## src/hdl/ltgp_pkg.sv

```systemverilog
`timescale 1ns / 1ps
// Shared types and constants for the LZSS token group packer.
// No dependencies; imported by ltgp_ctrl, ltgp_datapath and lzss_token_group_packer.
package ltgp_pkg;

    localparam int GROUP_TOKENS = 16;
    localparam int FREE_W       = 5;    // holds 0..GROUP_TOKENS
    localparam int SLOT_W       = 4;    // indexes one group slot

    localparam logic [1:0] KIND_LIT   = 2'd0;
    localparam logic [1:0] KIND_MATCH = 2'd1;
    localparam logic [1:0] KIND_END   = 2'd2;

    typedef enum logic [2:0] {
        ST_IDLE,
        ST_PUT,
        ST_DESC_HI,
        ST_DESC_LO,
        ST_PAY_HI,
        ST_PAY_LO
    } state_t;

    typedef enum logic [2:0] {
        SEL_NONE,
        SEL_DESC_HI,
        SEL_DESC_LO,
        SEL_PAY_HI,
        SEL_PAY_LO
    } sel_t;

    typedef struct packed {
        logic load_in;
        logic put;
        logic idx_clear;
        sel_t emit_sel;
        logic emit_last;
        logic emit_eos;
        logic clear_group;
    } cmd_t;

    typedef struct packed {
        logic full;
        logic out_free;
        logic group_empty;
        logic pay_done;
    } sts_t;

endpackage

```

## src/hdl/ltgp_datapath.sv

```systemverilog
`timescale 1ns / 1ps
// Datapath: token word build, descriptor/free-slot registers, group payload memory
// and the byte output register. Depends on ltgp_pkg; driven by ltgp_ctrl.
module ltgp_datapath
    import ltgp_pkg::*;
(
    input  logic        clk,
    input  logic        rst_n,
    input  cmd_t        cmd,
    output sts_t        sts,
    input  logic [1:0]  kind,
    input  logic [15:0] literal_word,
    input  logic [8:0]  distance,
    input  logic [8:0]  match_length,
    output logic        out_valid,
    input  logic        out_ready,
    output logic [7:0]  out_byte,
    output logic        last_of_run,
    output logic        end_of_stream
);

    logic [15:0]       word_reg;
    logic              bit_reg;
    logic [15:0]       desc_reg, desc_next;
    logic [FREE_W-1:0] free_reg, free_next;
    logic [FREE_W-1:0] idx_reg, idx_next;
    logic              out_valid_reg, out_valid_next;
    logic [15:0]       rd_reg;
    logic [7:0]        lo_reg;
    logic [7:0]        out_byte_reg;
    logic              out_last_reg;
    logic              out_eos_reg;
    logic [15:0]       mem [GROUP_TOKENS];

    logic [FREE_W-1:0] used;
    logic [SLOT_W-1:0] slot;
    logic [31:0]       desc_wide;
    logic [15:0]       desc_aligned;
    logic [7:0]        emit_byte;
    logic              emit;

    assign used         = FREE_W'(GROUP_TOKENS) - free_reg;
    assign slot         = used[SLOT_W-1:0];
    assign desc_wide    = {16'd0, desc_reg} << free_reg;
    assign desc_aligned = desc_wide[15:0];
    assign emit         = (cmd.emit_sel != SEL_NONE);

    assign sts.full        = (free_reg == '0);
    assign sts.out_free    = !out_valid_reg || out_ready;
    assign sts.group_empty = (used == '0);
    assign sts.pay_done    = (idx_reg == used);

    always_comb
    begin
        case (cmd.emit_sel)
            SEL_DESC_HI: emit_byte = desc_aligned[15:8];
            SEL_DESC_LO: emit_byte = desc_aligned[7:0];
            SEL_PAY_HI:  emit_byte = rd_reg[15:8];
            SEL_PAY_LO:  emit_byte = lo_reg;
            default:     emit_byte = 8'd0;
        endcase
    end

    always_comb
    begin
        desc_next = desc_reg;
        free_next = free_reg;
        if (cmd.clear_group)
        begin
            desc_next = '0;
            free_next = FREE_W'(GROUP_TOKENS);
        end
        else if (cmd.put)
        begin
            desc_next = {desc_reg[14:0], bit_reg};
            free_next = free_reg - 1'b1;
        end

        idx_next = idx_reg;
        if (cmd.idx_clear)
            idx_next = '0;
        else if (cmd.emit_sel == SEL_PAY_HI)
            idx_next = idx_reg + 1'b1;

        if (emit)
            out_valid_next = 1'b1;
        else if (out_ready)
            out_valid_next = 1'b0;
        else
            out_valid_next = out_valid_reg;
    end

    always_ff @(posedge clk or negedge rst_n)
    begin
        if (!rst_n)
        begin
            desc_reg      <= '0;
            free_reg      <= FREE_W'(GROUP_TOKENS);
            idx_reg       <= '0;
            out_valid_reg <= 1'b0;
        end
        else
        begin
            desc_reg      <= desc_next;
            free_reg      <= free_next;
            idx_reg       <= idx_next;
            out_valid_reg <= out_valid_next;
        end
    end

    // payload side, no reset
    always_ff @(posedge clk)
    begin
        if (cmd.load_in)
        begin
            case (kind)
                KIND_LIT:
                begin
                    word_reg <= literal_word;
                    bit_reg  <= 1'b0;
                end
                KIND_MATCH:
                begin
                    word_reg <= {8'd0 - distance[7:0], match_length[7:0] + 8'hFF};
                    bit_reg  <= 1'b1;
                end
                default:
                begin
                    // end item: terminator match, payload zero
                    word_reg <= 16'd0;
                    bit_reg  <= 1'b1;
                end
            endcase
        end
        if (cmd.emit_sel == SEL_PAY_HI)
            lo_reg <= rd_reg[7:0];
        if (emit)
        begin
            out_byte_reg <= emit_byte;
            out_last_reg <= cmd.emit_last;
            out_eos_reg  <= cmd.emit_eos;
        end
    end

    // group payload memory, registered read
    always_ff @(posedge clk)
    begin
        if (cmd.put)
            mem[slot] <= word_reg;
        rd_reg <= mem[idx_reg[SLOT_W-1:0]];
    end

    assign out_valid     = out_valid_reg;
    assign out_byte      = out_byte_reg;
    assign last_of_run   = out_last_reg;
    assign end_of_stream = out_eos_reg;

endmodule

```

## src/hdl/ltgp_ctrl.sv

```systemverilog
`timescale 1ns / 1ps
// Controller FSM: accepts items, sequences token stores and group flushes.
// Depends on ltgp_pkg; commands ltgp_datapath.
module ltgp_ctrl
    import ltgp_pkg::*;
(
    input  logic       clk,
    input  logic       rst_n,
    input  logic       in_valid,
    output logic       in_ready,
    input  logic [1:0] kind,
    input  sts_t       sts,
    output cmd_t       cmd
);

    state_t state_reg, state_next;
    logic   ending_reg, ending_next;
    logic   final_reg, final_next;
    logic   tail_last;

    // last byte of a flush ends the item unless an end item still owes its terminator
    assign tail_last = final_reg || !ending_reg;

    always_comb
    begin
        state_next  = state_reg;
        ending_next = ending_reg;
        final_next  = final_reg;
        case (state_reg)
            ST_IDLE:
            begin
                if (in_valid && (kind == KIND_LIT || kind == KIND_MATCH || kind == KIND_END))
                begin
                    ending_next = (kind == KIND_END);
                    final_next  = 1'b0;
                    state_next  = sts.full ? ST_DESC_HI : ST_PUT;
                end
            end
            ST_PUT:
            begin
                if (ending_reg)
                begin
                    final_next = 1'b1;
                    state_next = ST_DESC_HI;
                end
                else
                    state_next = ST_IDLE;
            end
            ST_DESC_HI:
            begin
                if (sts.out_free)
                    state_next = ST_DESC_LO;
            end
            ST_DESC_LO:
            begin
                if (sts.out_free)
                begin
                    if (!sts.group_empty)
                        state_next = ST_PAY_HI;
                    else
                        state_next = final_reg ? ST_IDLE : ST_PUT;
                end
            end
            ST_PAY_HI:
            begin
                if (sts.out_free)
                    state_next = ST_PAY_LO;
            end
            ST_PAY_LO:
            begin
                if (sts.out_free)
                begin
                    if (!sts.pay_done)
                        state_next = ST_PAY_HI;
                    else
                        state_next = final_reg ? ST_IDLE : ST_PUT;
                end
            end
            default:
                state_next = ST_IDLE;
        endcase
    end

    always_comb
    begin
        in_ready        = 1'b0;
        cmd.load_in     = 1'b0;
        cmd.put         = 1'b0;
        cmd.idx_clear   = 1'b0;
        cmd.emit_sel    = SEL_NONE;
        cmd.emit_last   = 1'b0;
        cmd.emit_eos    = 1'b0;
        cmd.clear_group = 1'b0;
        case (state_reg)
            ST_IDLE:
            begin
                in_ready    = 1'b1;
                cmd.load_in = in_valid;
            end
            ST_PUT:
                cmd.put = 1'b1;
            ST_DESC_HI:
            begin
                cmd.idx_clear = 1'b1;
                if (sts.out_free)
                    cmd.emit_sel = SEL_DESC_HI;
            end
            ST_DESC_LO:
            begin
                if (sts.out_free)
                begin
                    cmd.emit_sel = SEL_DESC_LO;
                    if (sts.group_empty)
                    begin
                        cmd.emit_last   = tail_last;
                        cmd.emit_eos    = final_reg;
                        cmd.clear_group = 1'b1;
                    end
                end
            end
            ST_PAY_HI:
            begin
                if (sts.out_free)
                    cmd.emit_sel = SEL_PAY_HI;
            end
            ST_PAY_LO:
            begin
                if (sts.out_free)
                begin
                    cmd.emit_sel = SEL_PAY_LO;
                    if (sts.pay_done)
                    begin
                        cmd.emit_last   = tail_last;
                        cmd.emit_eos    = final_reg;
                        cmd.clear_group = 1'b1;
                    end
                end
            end
            default:
            begin
                in_ready = 1'b0;
            end
        endcase
    end

    always_ff @(posedge clk or negedge rst_n)
    begin
        if (!rst_n)
        begin
            state_reg  <= ST_IDLE;
            ending_reg <= 1'b0;
            final_reg  <= 1'b0;
        end
        else
        begin
            state_reg  <= state_next;
            ending_reg <= ending_next;
            final_reg  <= final_next;
        end
    end

endmodule

```

## src/hdl/lzss_token_group_packer.sv

```systemverilog
`timescale 1ns / 1ps
// Comper-format packer for LZSS tokens: one input item per token, one output item per byte.
// Input channel in_valid/in_ready carries kind, literal_word, distance, match_length.
// Output channel out_valid/out_ready carries out_byte, last_of_run, end_of_stream.
// Tokens collect into groups of 16; each group goes out as a 2-byte descriptor
// (first token in the top bit) followed by two bytes per token, high byte first.
// A token that fits in the current group produces no bytes; it is accepted, then
// stored. A token that finds the group full first flushes it: 34 bytes at one
// byte per cycle while the receiver takes them. An end item stores a terminator
// match and flushes the partial group: 4 to 38 bytes, 38 if a full group must
// go first. The byte-wide output register sets the flush rate; the next item is
// accepted only once the controller is back in idle.
// last_of_run marks the final byte of an item, end_of_stream the final byte of
// an end item; afterwards the packer is as after reset and a new stream may follow.
// Kind 3 is accepted and dropped. A stalled receiver simply holds the flush.
// Reset (rst_n low, asynchronous) empties the group and drops any pending output.
// Depends on ltgp_pkg, ltgp_ctrl and ltgp_datapath.
module lzss_token_group_packer
    import ltgp_pkg::*;
(
    input  logic        clk,
    input  logic        rst_n,
    input  logic        in_valid,
    output logic        in_ready,
    input  logic [1:0]  kind,
    input  logic [15:0] literal_word,
    input  logic [8:0]  distance,
    input  logic [8:0]  match_length,
    output logic        out_valid,
    input  logic        out_ready,
    output logic [7:0]  out_byte,
    output logic        last_of_run,
    output logic        end_of_stream
);

    cmd_t cmd;
    sts_t sts;

    ltgp_ctrl u_ctrl (
        .clk      (clk),
        .rst_n    (rst_n),
        .in_valid (in_valid),
        .in_ready (in_ready),
        .kind     (kind),
        .sts      (sts),
        .cmd      (cmd)
    );

    ltgp_datapath u_datapath (
        .clk           (clk),
        .rst_n         (rst_n),
        .cmd           (cmd),
        .sts           (sts),
        .kind          (kind),
        .literal_word  (literal_word),
        .distance      (distance),
        .match_length  (match_length),
        .out_valid     (out_valid),
        .out_ready     (out_ready),
        .out_byte      (out_byte),
        .last_of_run   (last_of_run),
        .end_of_stream (end_of_stream)
    );

    a_eos_is_last: assert property (@(posedge clk) disable iff (!rst_n)
        out_valid && end_of_stream |-> last_of_run)
        else $error("end_of_stream without last_of_run");

    a_emit_needs_room: assert property (@(posedge clk) disable iff (!rst_n)
        cmd.emit_sel != SEL_NONE |-> sts.out_free)
        else $error("byte emitted over an untaken output");

    a_put_has_slot: assert property (@(posedge clk) disable iff (!rst_n)
        cmd.put |-> !sts.full)
        else $error("token stored into a full group");

    a_clear_empties: assert property (@(posedge clk) disable iff (!rst_n)
        cmd.clear_group |=> sts.group_empty && !sts.full)
        else $error("group not empty after flush");

endmodule

```

## config.mk

```make
export PLATFORM = sky130hd
export DESIGN_NAME = lzss_token_group_packer
export DESIGN_NICKNAME = d
export VERILOG_FILES = /design/src/hdl/ltgp_pkg.sv /design/src/hdl/ltgp_datapath.sv /design/src/hdl/ltgp_ctrl.sv /design/src/hdl/lzss_token_group_packer.sv
export SDC_FILE = /design/constraint.sdc
export NUM_CORES = 1
export LEC_CHECK = 0
export BUFFER_PORTS_ARGS = -buffer_cell sky130_fd_sc_hd__buf_2
export CAP_MARGIN = 0
export CORE_UTILIZATION = 60
export DETAILED_ROUTE_END_ITERATION = 16
export PLACE_DENSITY = 0.78
export SLEW_MARGIN = 15
export SYNTH_ARGS = -nofsm -noshare
export SYNTH_HDL_FRONTEND = slang
export SYNTH_HIERARCHICAL = 1
export SYNTH_SLANG_ARGS = --single-unit
```

## constraint.sdc

```tcl
create_clock -name clk -period 3.3 [get_ports clk]
set_input_delay 0.99 -clock clk [delete_from_list [all_inputs] [get_ports clk]]
set_output_delay 0.99 -clock clk [all_outputs]
set_load 0.005 [all_outputs]
```

==> flow_metrics.tcl, run 1 <==
set metrics [dict create \
    nets 921 \
    cts_buffer_depth 3 \
    slew_violations 0 \
    power_density_nw_per_um2 709 \
    final_common_cell "edfxtp_1" \
    portBuffers 49 \
    start_util_pct 61.8 \
    fin_cells 1207 \
    htreeDepth 2 \
    ys.flop_type "edfxtp_1" \
    nFillCells 1417 \
    postCtsSetupRepairBufs 0 \
    relSlewSlack_pct 39.9 \
    cts_tree "yes" \
    drive_gt1_share_pct 24.3 \
    leakage_nw 5.29 \
    p_sw_share_pct 26.6 \
    place_congestion 0.896 \
    cts.sinks 339 \
    drt_wl_total_um 29600 \
    num_rows 55 \
    ctsResizeCount 0 \
    syn_area_per_cell_um2 17.6 \
    grt_pass1_vias 7897 \
    drc 0 \
    core_area_um2 22900 \
    dp.cells 1148 \
    clk-insertion-delay-late_ns 0.53 \
    p_switching_mw 2.99 \
    cts_root_buf "clkbuf_16" \
    post-route-min-period_ns 2.68 \
    combPwrFrac_pct 21.3 \
    crit_path_end_kind "register" \
    grt_pass1_wl_um 45300 \
    crit_required_ns 3.68 \
    yosys.area.top_type_share_pct 61.7 \
    synth_largest_area_cell "edfxtp_1" \
    netlist_instances 804 \
    cp-start-kind "register" \
    hold_viol 0 \
    cts_buffers 35 \
    syn_nets 853 \
    ir_drop_uv 538 \
    top_register "u_datapath/mem" \
    path_max_fanout 21 \
    vias 7549 \
    synth_area_leaders "edfxtp_1, mux4_2, dfrtp_1, mux2i_1, dfxtp_1" \
    dr.pass1.iters 5 \
    power.share.clock_pct 32.6 \
    tightest_slew_ns 0.900 \
    cp.arrival_ns 3.07 \
    fmax_mhz 373 \
    drtAntennaViolNets 0 \
    fp.dieW_um 156 \
    fin_skew_ns 0.0334 \
    ys_seq_area_share_pct 69.7 \
    path_clk_slew_ns 0.06 \
    synth_warnings 6 \
    syn-cell-area_um2 14200 \
    drt_iter0_markers 652 \
    antenna_found_initial 0 \
    fin_setup_tns_ns 0 \
    holdCritPathClass "reg -> reg" \
    final.period_utilization_pct 81.3 \
    status "finished, final reports clean" \
    rsz0062_at_grt "no" \
    setup_viol 0 \
    critPathKind "reg -> reg" \
    vias_per_cell 6.25 \
    fp.dieArea_um2 24200 \
    layout_common_cells "edfxtp_1, mux4_2, nor2_1, mux2i_1, buf_2" \
    internal_power_mw 8.25 \
    ctsHoldBuffers 0 \
    max_cap_violations 0 \
    die_y_um 156 \
    area_growth_syn_to_layout_pct 12.1 \
    synth_edf_count 291 \
    grt_max_degree 53 \
    async_flop_share_pct 9.44 \
    track_usage_pct 25.7 \
    ys_ff_latch 339 \
    grt_remaining_overflow 0 \
    p_seq_share_pct 46.2 \
    synth_cell_types 62 \
    boundaryPins 52 \
    dp_hpwl_um 17400 \
    wl_per_cell_um 24.5 \
    largest_reg_flops 256 \
    antenna_cells 0 \
]
cell families after synthesis:
family	Yosys count	synth area share, %
flops	339	69.7
simple gates	154	5.44
mux	135	16.5
xor+xnor	25	1.55
buf+inv	62	2.16
fa+ha+maj	9	0.795
compound gates	80	3.91
path summary, 6_finish.rpt:
| check | endpoint | slack (ns) | depth (start not counted) | startpoint |
|---|---|---|---|---|
| setup / recovery | u_datapath/desc_reg[4]$_DFFE_PN0P_ | 0.62 | 10 | u_datapath/free_reg[0]$_DFFE_PN0P_ |
| hold / removal | u_datapath/lo_reg[7]$_DFFE_PN_ | 0.45 | 0 | u_datapath/rd_reg[7]$_DFF_P_ |
| setup reg to reg | u_datapath/desc_reg[4]$_DFFE_PN0P_ | 0.62 | 10 | u_datapath/free_reg[0]$_DFFE_PN0P_ |
| hold reg to reg | u_datapath/lo_reg[7]$_DFFE_PN_ | 0.45 | 0 | u_datapath/rd_reg[7]$_DFF_P_ |
| max in group asynchronous | u_datapath/idx_reg[0]$_DFFE_PN0P_ | 2.18 | 1 | rst_n |
| min in group asynchronous | u_datapath/desc_reg[14]$_DFFE_PN0P_ | 0.55 | 1 | rst_n |
worst max-delay path: stages (launching register included):
cell	delay, ns
dfrtp_1	0.38
buf_4	0.24
nor3_1	0.32
xor2_1	0.41
nand2_1	0.24
nor2_1	0.20
inv_1	0.07
o22ai_2	0.17
and2b_1	0.17
buf_4	0.26
nor2_1	0.08
synthesized netlist by cell type, drive strengths merged, types with 2 or more instances:
library cell	count
clkbuf	18
a22oi	6
nor3b	4
nor2	68
or2	3
o21ai	5
a222oi	2
dfxtp	16
mux2i	53
nand3	4
buf	29
nor2b	17
or3	5
dfrtp	31
nor3	7
o22ai	3
mux2	4
o221ai	4
clkinv	2
inv	13
edfxtp	291
ha	9
nand2b	15
a211oi	23
and2	4
a21boi	2
xor2	11
mux4	78
o211ai	2
a21oi	24
nand2	18
nand3b	2
xnor2	14
nand4	2
per-stage QoR:
stage	utilization (%)	hold slack [ns]	area [µm²]	setup WS, ns	total power [mW]
after CTS	69.2	0.438	15900	0.628	11.3
after floorplan	-	0.386	14200	0.514	7.04
after detailed placement	64.6	0.418	14800	0.295	7.68
after global placement	64.6	0.425	14800	0.354	7.60
after global routing	69.2	0.440	15900	0.312	11.7
final	69.2	0.445	15900	0.616	11.2
power groups by stage:
stage	logic (mW)	clock network, mW	registers (mW)
3_5_place_dp	2.39	0	5.28
4_1_cts	2.41	3.72	5.19
6_report	2.39	3.66	5.19
3_3_place_gp	2.34	0	5.26
2_1_floorplan	1.97	0	5.07
5_1_grt	2.58	3.88	5.21
area by class of cell:
class / count / area, µm² / area share [%]
inverter: 15 / 57.6 / 0.363
clock inverter: 20 / 165 / 1.04
timing repair buffer: 78 / 500 / 3.15
multi-input combinational: 403 / 3990 / 25.2
clock buffer: 39 / 891 / 5.62
tap: 313 / 392 / 2.47
sequential: 339 / 9870 / 62.2
per-layer routing:
metal / global-route usage, % / up-vias / part of all wire [%]
met4: 9.99 / 0 / 3.0
met2: 44.8 / 313 / 52
met5: 0 / - / 0
li1: - / 3302 / -
met1: 32.8 / 3863 / 38
met3: 4.00 / 71 / 6.8
No activity file was read; power rests on OpenSTA's default activity.
==> inputs of run 2 (changes only) <==
--- a/config.mk
+++ b/config.mk
@@ -5,6 +5,7 @@
 export SDC_FILE = /design/constraint.sdc
 export NUM_CORES = 1
 export LEC_CHECK = 0
+export ABC_AREA = 1
 export BUFFER_PORTS_ARGS = -buffer_cell sky130_fd_sc_hd__buf_2
 export CAP_MARGIN = 0
 export CORE_UTILIZATION = 60
==> constraint.sdc (replaced) <==
create_clock -name clk -period 2.8 [get_ports clk]
set_input_delay 0.84 -clock clk [delete_from_list [all_inputs] [get_ports clk]]
set_output_delay 0.84 -clock clk [all_outputs]
set_load 0.005 [all_outputs]
==> flow_metrics.tcl, run 2 <==
set metrics [dict create \
    status "finished, final reports clean" \
    place_congestion 0.942 \
    cts.sinks 339 \
    fp.dieW_um 158 \
    setup_viol 0 \
    nets 1472 \
    cp.arrival_ns 3.06 \
    final_common_cell "edfxtp_1" \
    holdCritPathClass "in -> async" \
    yosys-top-cells-count "edfxtp_1, nand2_1, nor2_1" \
    leakage_nw 6.32 \
    synth_area_leaders "edfxtp_1, nand2_1, dfrtp_1, nor2_1, o21ai_0" \
    rsz0062_at_grt "yes" \
    synth_cell_types 42 \
    critPathKind "reg -> reg" \
    slew_violations 0 \
    cts_root_buf "clkbuf_16" \
    crit_path_start "u_datapath/free_reg[1]$_DFFE_PN0P_" \
    final.period_utilization_pct 94.7 \
    crit_path_end "u_datapath/free_reg[0]$_DFFE_PN0P_" \
    path_clk_slew_ns 0.06 \
    clk-insertion-delay-late_ns 0.51 \
    yosysMostFrequentCell "edfxtp_1" \
    ys_ff_latch 339 \
    relSlewSlack_pct 35.7 \
    post-route-min-period_ns 2.65 \
    syn_nets 1401 \
    p_seq_share_pct 43.7 \
    r2r-end "u_datapath/free_reg[0]$_DFFE_PN0P_" \
    vias 10300 \
    start_util_pct 61.8 \
    place_ws_ns -0.0971 \
    dr.pass1.iters 6 \
    drt_wl_total_um 32900 \
    boundaryPins 52 \
    timing.rr.start "u_datapath/free_reg[1]$_DFFE_PN0P_" \
    vias_per_cell 5.84 \
    grt_remaining_overflow 0 \
    wl_per_cell_um 18.6 \
    htreeDepth 2 \
    ys_seq_area_share_pct 67.4 \
    crit_path_end_kind "register" \
    ir_drop_uv 631 \
    regArea_um2 9870 \
    fp.dieArea_um2 25000 \
    synth_warnings 6 \
    cts_buffers 34 \
    antenna_cells 0 \
    ff2ff_setup_slack_ns 0.15 \
    yosys.area.top_type_share_pct 59.7 \
    power_mw 16.3 \
    internal_power_mw 10.8 \
    grt_pass1_wl_um 51000 \
    reg2reg_depth 13 \
    synth_edf_count 291 \
    netlist_instances 1352 \
    syn_area_per_cell_um2 10.8 \
    cts_tree "yes" \
    track_usage_pct 27.2 \
    core_area_um2 23700 \
    finalInstanceArea_um2 16400 \
    dp_hpwl_um 20100 \
    drtAntennaViolNets 0 \
    postCtsSetupRepairBufs 0 \
    crit_required_ns 3.21 \
    antenna_found_initial 0 \
    grt_pass1_vias 9968 \
    largest_reg_flops 256 \
    ys.flop_type "edfxtp_1" \
    drt_iter0_markers 1141 \
    drc 0 \
    fmax_mhz 377 \
    p_sw_share_pct 33.6 \
    dpl-instance-area_um2 15300 \
    synth_largest_area_cell "edfxtp_1" \
    portBuffers 49 \
    layout_common_cells "edfxtp_1, nand2_1, nor2_1, o21ai_0, nand3_1" \
    fin_skew_ns 0.0187 \
    die_y_um 158 \
    tightest_slew_ns 0.964 \
    cts_buffer_depth 3 \
    num_rows 56 \
    power_density_nw_per_um2 994 \
    p_switching_mw 5.49 \
    grt_max_degree 131 \
    max_cap_violations 0 \
    area_growth_syn_to_layout_pct 12.2 \
    combPwrFrac_pct 28.4 \
    ctsHoldBuffers 0 \
    top_register "u_datapath/mem" \
    path_max_fanout 16 \
    hold_viol 0 \
    post-route-worst-setup-slack_ns 0.148 \
    drive_gt1_share_pct 12.7 \
    power.share.clock_pct 27.9 \
    cp-start-kind "register" \
    async_flop_share_pct 9.44 \
    syn-cell-area_um2 14600 \
    nFillCells 1656 \
    multi_input_area_um2 4060 \
]
[run 2: cell count changes in the layout (fill, tap and decap cells not counted), sizes merged, moves of 17 or more]
cell / before / now
a211oi: 23 / 0
buf: 78 / 103
mux4: 78 / 0
nor2: 68 / 204
nand3: 4 / 110
o22ai: 3 / 32
o211ai: 2 / 33
nor2b: 17 / 0
o21ai: 5 / 152
mux2i: 53 / 0
inv: 13 / 77
nand2: 18 / 279
[run 2: worst min-delay path by stage]
stage	startpoint	slack (ns)	to	cells after the start
after floorplan	u_datapath/rd_reg[0]$_DFF_P_	0.39	u_datapath/lo_reg[0]$_DFFE_PN_	0
after global placement	u_datapath/rd_reg[0]$_DFF_P_	0.39	u_datapath/lo_reg[0]$_DFFE_PN_	0
after detailed placement	u_datapath/rd_reg[7]$_DFF_P_	0.40	u_datapath/lo_reg[7]$_DFFE_PN_	0
after CTS	u_datapath/rd_reg[0]$_DFF_P_	0.41	u_datapath/lo_reg[0]$_DFFE_PN_	0
after global routing	u_datapath/rd_reg[1]$_DFF_P_	0.41	u_datapath/lo_reg[1]$_DFFE_PN_	0
final	rst_n	0.41	u_datapath/desc_reg[12]$_DFFE_PN0P_	1
[run 2: critical path: stages, from the launching register on]
cell and delay, ns:
dfrtp_1 0.39, inv_2 0.10, ha_1 0.17, nand2_1 0.07, nor2_1 0.11, ha_1 0.26
xor2_1 0.15, nand4_1 0.08, nor2_1 0.08, nand3b_1 0.13, nand2_1 0.13, nor2_2 0.52
inv_1 0.17, o21ai_0 0.20
[run 2: cell families (layout without fill, tap and decap cells)]
group | Yosys count | count (layout) | synth area share, %
and+or+nand+nor | 615 | 615 | 17.5
buffers and inverters | 148 | 242 | 4.90
xor gates and xnor gates | 4 | 4 | 0.291
DFF | 339 | 339 | 67.4
adders and majority gates | 9 | 9 | 0.769
AOI/OAI and AO/OA | 237 | 237 | 9.17
[run 2: power groups by stage]
stage               clock network, mW  registers, mW  logic, mW
CTS                              4.60           7.13       4.59
global route                     4.78           7.22       5.18
finish                           4.55           7.14       4.63
detailed placement                  0           7.23       4.54
floorplan                           0           7.04       3.40
global placement                    0           7.19       4.39
[run 2: final cells by class]
class	count	share of cell area, %
Inverter	80	1.85
Sequential cell	339	60.1
Timing Repair Buffer	103	4.06
Clock buffer	44	5.60
Clock inverter	15	1.22
Tap cell	319	2.43
Multi-Input combinational cell	865	24.7
[run 2: what timing repair did]
item / in CTS / in global routing
setup endpoints to repair: 3 / 3
gates resized for setup: 1 / 1
hold endpoints to repair: 0 / 0
[run 2: routing by layer]
metal	GRT usage [%]	share of wire, %	routed length (µm)
met5	0	0	0
met4	13.1	3.9	1280
met3	4.27	7.5	2470
met1	34.2	39	12900
met2	46.1	49	16300
[run 2: stage by stage]
stage	util (%)	hold slack [ns]	std cells	TNS (ns)
final	69.3	0.407	1765	0
after floorplan	-	0.386	1352	0
after global placement	64.6	0.388	1706	0
after global routing	69.3	0.414	1765	-0.0445
after CTS	69.3	0.412	1765	0
after detailed placement	64.6	0.398	1706	-0.255
==> inputs of run 3 (changes only) <==
--- a/config.mk
+++ b/config.mk
@@ -11,8 +11,8 @@
 export CORE_UTILIZATION = 60
 export DETAILED_ROUTE_END_ITERATION = 16
 export PLACE_DENSITY = 0.78
+export SKIP_LAST_GASP = 1
 export SLEW_MARGIN = 15
 export SYNTH_ARGS = -nofsm -noshare
 export SYNTH_HDL_FRONTEND = slang
-export SYNTH_HIERARCHICAL = 1
 export SYNTH_SLANG_ARGS = --single-unit
==> flow_metrics.tcl, run 3 <==
set metrics [dict create \
    syn-cell-area_um2 14300 \
    portBuffers 49 \
    vias_per_cell 6.08 \
    antenna_cells 0 \
    final_util_pct 68.9 \
    max_cap_violations 0 \
    synth_warnings 0 \
    synth_compound_area_share_pct 12.4 \
    die_y_um 156 \
    syn_nets 1287 \
    num_rows 56 \
    grt_pass1_wl_um 51300 \
    status "finished, final reports clean" \
    crit_path_end_kind "output port" \
    timing.rr.start "u_ctrl.state_reg[2]$_DFFE_PN0P_" \
    synth_fa_ha_area_share_pct 0.789 \
    p_switching_mw 6.15 \
    cp.arrival_ns 1.59 \
    cts.sinks 339 \
    syn_area_per_cell_um2 11.5 \
    hold_ws_ns 0.381 \
    synth_largest_area_cell "edfxtp_1" \
    holdCritPathClass "in -> async" \
    fin_setup_tns_ns 0 \
    synth-xor-area-share_pct 0.245 \
    ys_ff_latch 339 \
    drive_gt1_share_pct 14.2 \
    cp-start-kind "register" \
    post-route-min-period_ns 2.43 \
    internal_power_mw 10.7 \
    track_usage_pct 28.7 \
    synth_top_family_by_area "simple AND/OR/NAND/NOR gates" \
    final_common_cell "edfxtp_1" \
    crit_required_ns 1.96 \
    netlist_instances 1238 \
    grt_pass1_vias 9242 \
    cpMostUsedCell "nor2_1" \
    synth_edf_count 291 \
    setup_viol 0 \
    hold_viol 0 \
    synth_area_leaders "edfxtp_1, o21ai_0, dfrtp_1, nor2_1, nand2_1" \
    drc 0 \
    cts_buffer_depth 3 \
    path_cells "nor2_1 > inv_1 > nor2_1 > buf_2" \
    yosysMostFrequentCell "edfxtp_1" \
    start_util_pct 61.0 \
    rsz0062_at_grt "no" \
    postCtsSetupRepairBufs 0 \
    tightest_slew_ns 0.844 \
    synthMuxAreaShare_pct 0.0701 \
    top_register "u_datapath.mem" \
    fin_skew_ns 0.0211 \
    async_flop_share_pct 9.44 \
    cpPeakStageDelay_ns 0.43 \
    power_density_nw_per_um2 1050 \
    yosys.area.top_type_share_pct 61.2 \
    place_congestion 0.921 \
    fp.dieArea_um2 24400 \
    layout_common_cells "edfxtp_1, o21ai_0, nand2_1, nor2_1, nand3_1" \
    leakage_nw 5.83 \
    worst_path_max_delay_cell "dfrtp_1" \
    cts_root_buf "clkbuf_16" \
    relSlewSlack_pct 43.7 \
    path_max_fanout 4 \
    clk-insertion-delay-late_ns 0.53 \
    r2r-end "u_datapath.mem[15][14]$_DFFE_PP_" \
    ctsResizeCount 0 \
    synth_simple_gate_area_share_pct 13.1 \
    fmax_mhz 412 \
    wl_per_cell_um 20.9 \
    combPwrFrac_pct 31.6 \
    p_seq_share_pct 42.6 \
    synth_cell_types 42 \
    core_area_um2 23400 \
    ff2ff_setup_slack_ns 0.42 \
    htreeDepth 2 \
    ctsHoldBuffers 0 \
    ir_drop_uv 653 \
    drt_wl_total_um 34300 \
    yosys-top-cells-count "edfxtp_1, o21ai_0, nor2_1" \
    antenna_found_initial 0 \
    dp_hpwl_um 20300 \
    p_sw_share_pct 36.4 \
    critPathKind "reg -> out" \
    cts_buffers 35 \
    ys_seq_area_share_pct 69.1 \
    path_clk_slew_ns 0.05 \
    cts_tree "yes" \
    power.share.clock_pct 25.9 \
    reg2reg_depth 6 \
    fp.dieW_um 156 \
    slew_violations 0 \
    drtAntennaViolNets 0 \
    ys.flop_type "edfxtp_1" \
    vias 9966 \
    grt_remaining_overflow 0 \
    power_mw 16.9 \
    drt_iter0_markers 1131 \
    largest_reg_flops 256 \
    final.period_utilization_pct 86.7 \
    nets 1344 \
    grt_max_degree 134 \
    nFillCells 1677 \
    dr.pass1.iters 5 \
    area_growth_syn_to_layout_pct 12.9 \
    boundaryPins 52 \
]
## run 3: area by class of cell
type                       count  area (µm²)  share of cell area, %
clock buffer                  44         940                   5.83
sequential                   339        9870                   61.2
timing repair buffer          90         666                   4.13
multi-input combinational    755        3820                   23.7
inverter                      74         287                   1.78
clock inverter                19         141                  0.877
tap                          319         399                   2.48
## run 3: per-layer routing
layer / vias up / global-route usage, % / routed length [µm] / part of all wire (%)
met1: 4781 / 37.2 / 12800 / 37
met4: 0 / 14.9 / 1580 / 4.6
li1: 4562 / - / - / -
met3: 100 / 5.07 / 3150 / 9.2
met2: 523 / 46.6 / 16700 / 49
met5: - / 0 / 0 / 0
## run 3: cells by family after synthesis
group / count (synthesis)
simple gates: 439
flops: 339
compound gates: 302
buf+inv: 144
fa+ha+maj: 9
xor+xnor: 4
mux: 1
## run 3: power groups by stage
| stage | registers [mW] | logic [mW] | clock network (mW) |
|---|---|---|---|
| floorplan | 7.01 | 3.68 | 0 |
| global placement | 7.22 | 5.07 | 0 |
| detailed placement | 7.27 | 5.24 | 0 |
| CTS | 7.17 | 5.29 | 4.42 |
| global route | 7.26 | 5.85 | 4.61 |
| finish | 7.18 | 5.33 | 4.37 |
## run 3: through the flow
stage / worst slack (ns) / instances / cell area (µm²)
floorplan: 0.242 / 1238 / 14300
global placement: 0.438 / 1577 / 15000
detailed placement: 0.410 / 1577 / 15000
CTS: 0.358 / 1640 / 16100
global route: 0.257 / 1640 / 16100
finish: 0.373 / 1640 / 16100
## run 3: worst max-delay path: cells and delay by family, from the launching register on
family,cells,cell delay (ns)
flops,1,0.43
simple gates,2,0.39
buf+inv,2,0.26
## run 3: worst max path at each step
stage	start	end	cells past startpoint
CTS	u_ctrl.state_reg[2]$_DFFE_PN0P_	in_ready	4
finish	u_ctrl.state_reg[2]$_DFFE_PN0P_	in_ready	4
global placement	out_ready	u_datapath.out_byte[7]$_DFFE_PP_	11
floorplan	u_datapath.free_reg[1]$_DFFE_PN0P_	u_datapath.mem[12][0]$_DFFE_PP_	9
detailed placement	out_ready	u_datapath.out_byte[4]$_DFFE_PP_	11
global route	u_ctrl.state_reg[2]$_DFFE_PN0P_	in_ready	4
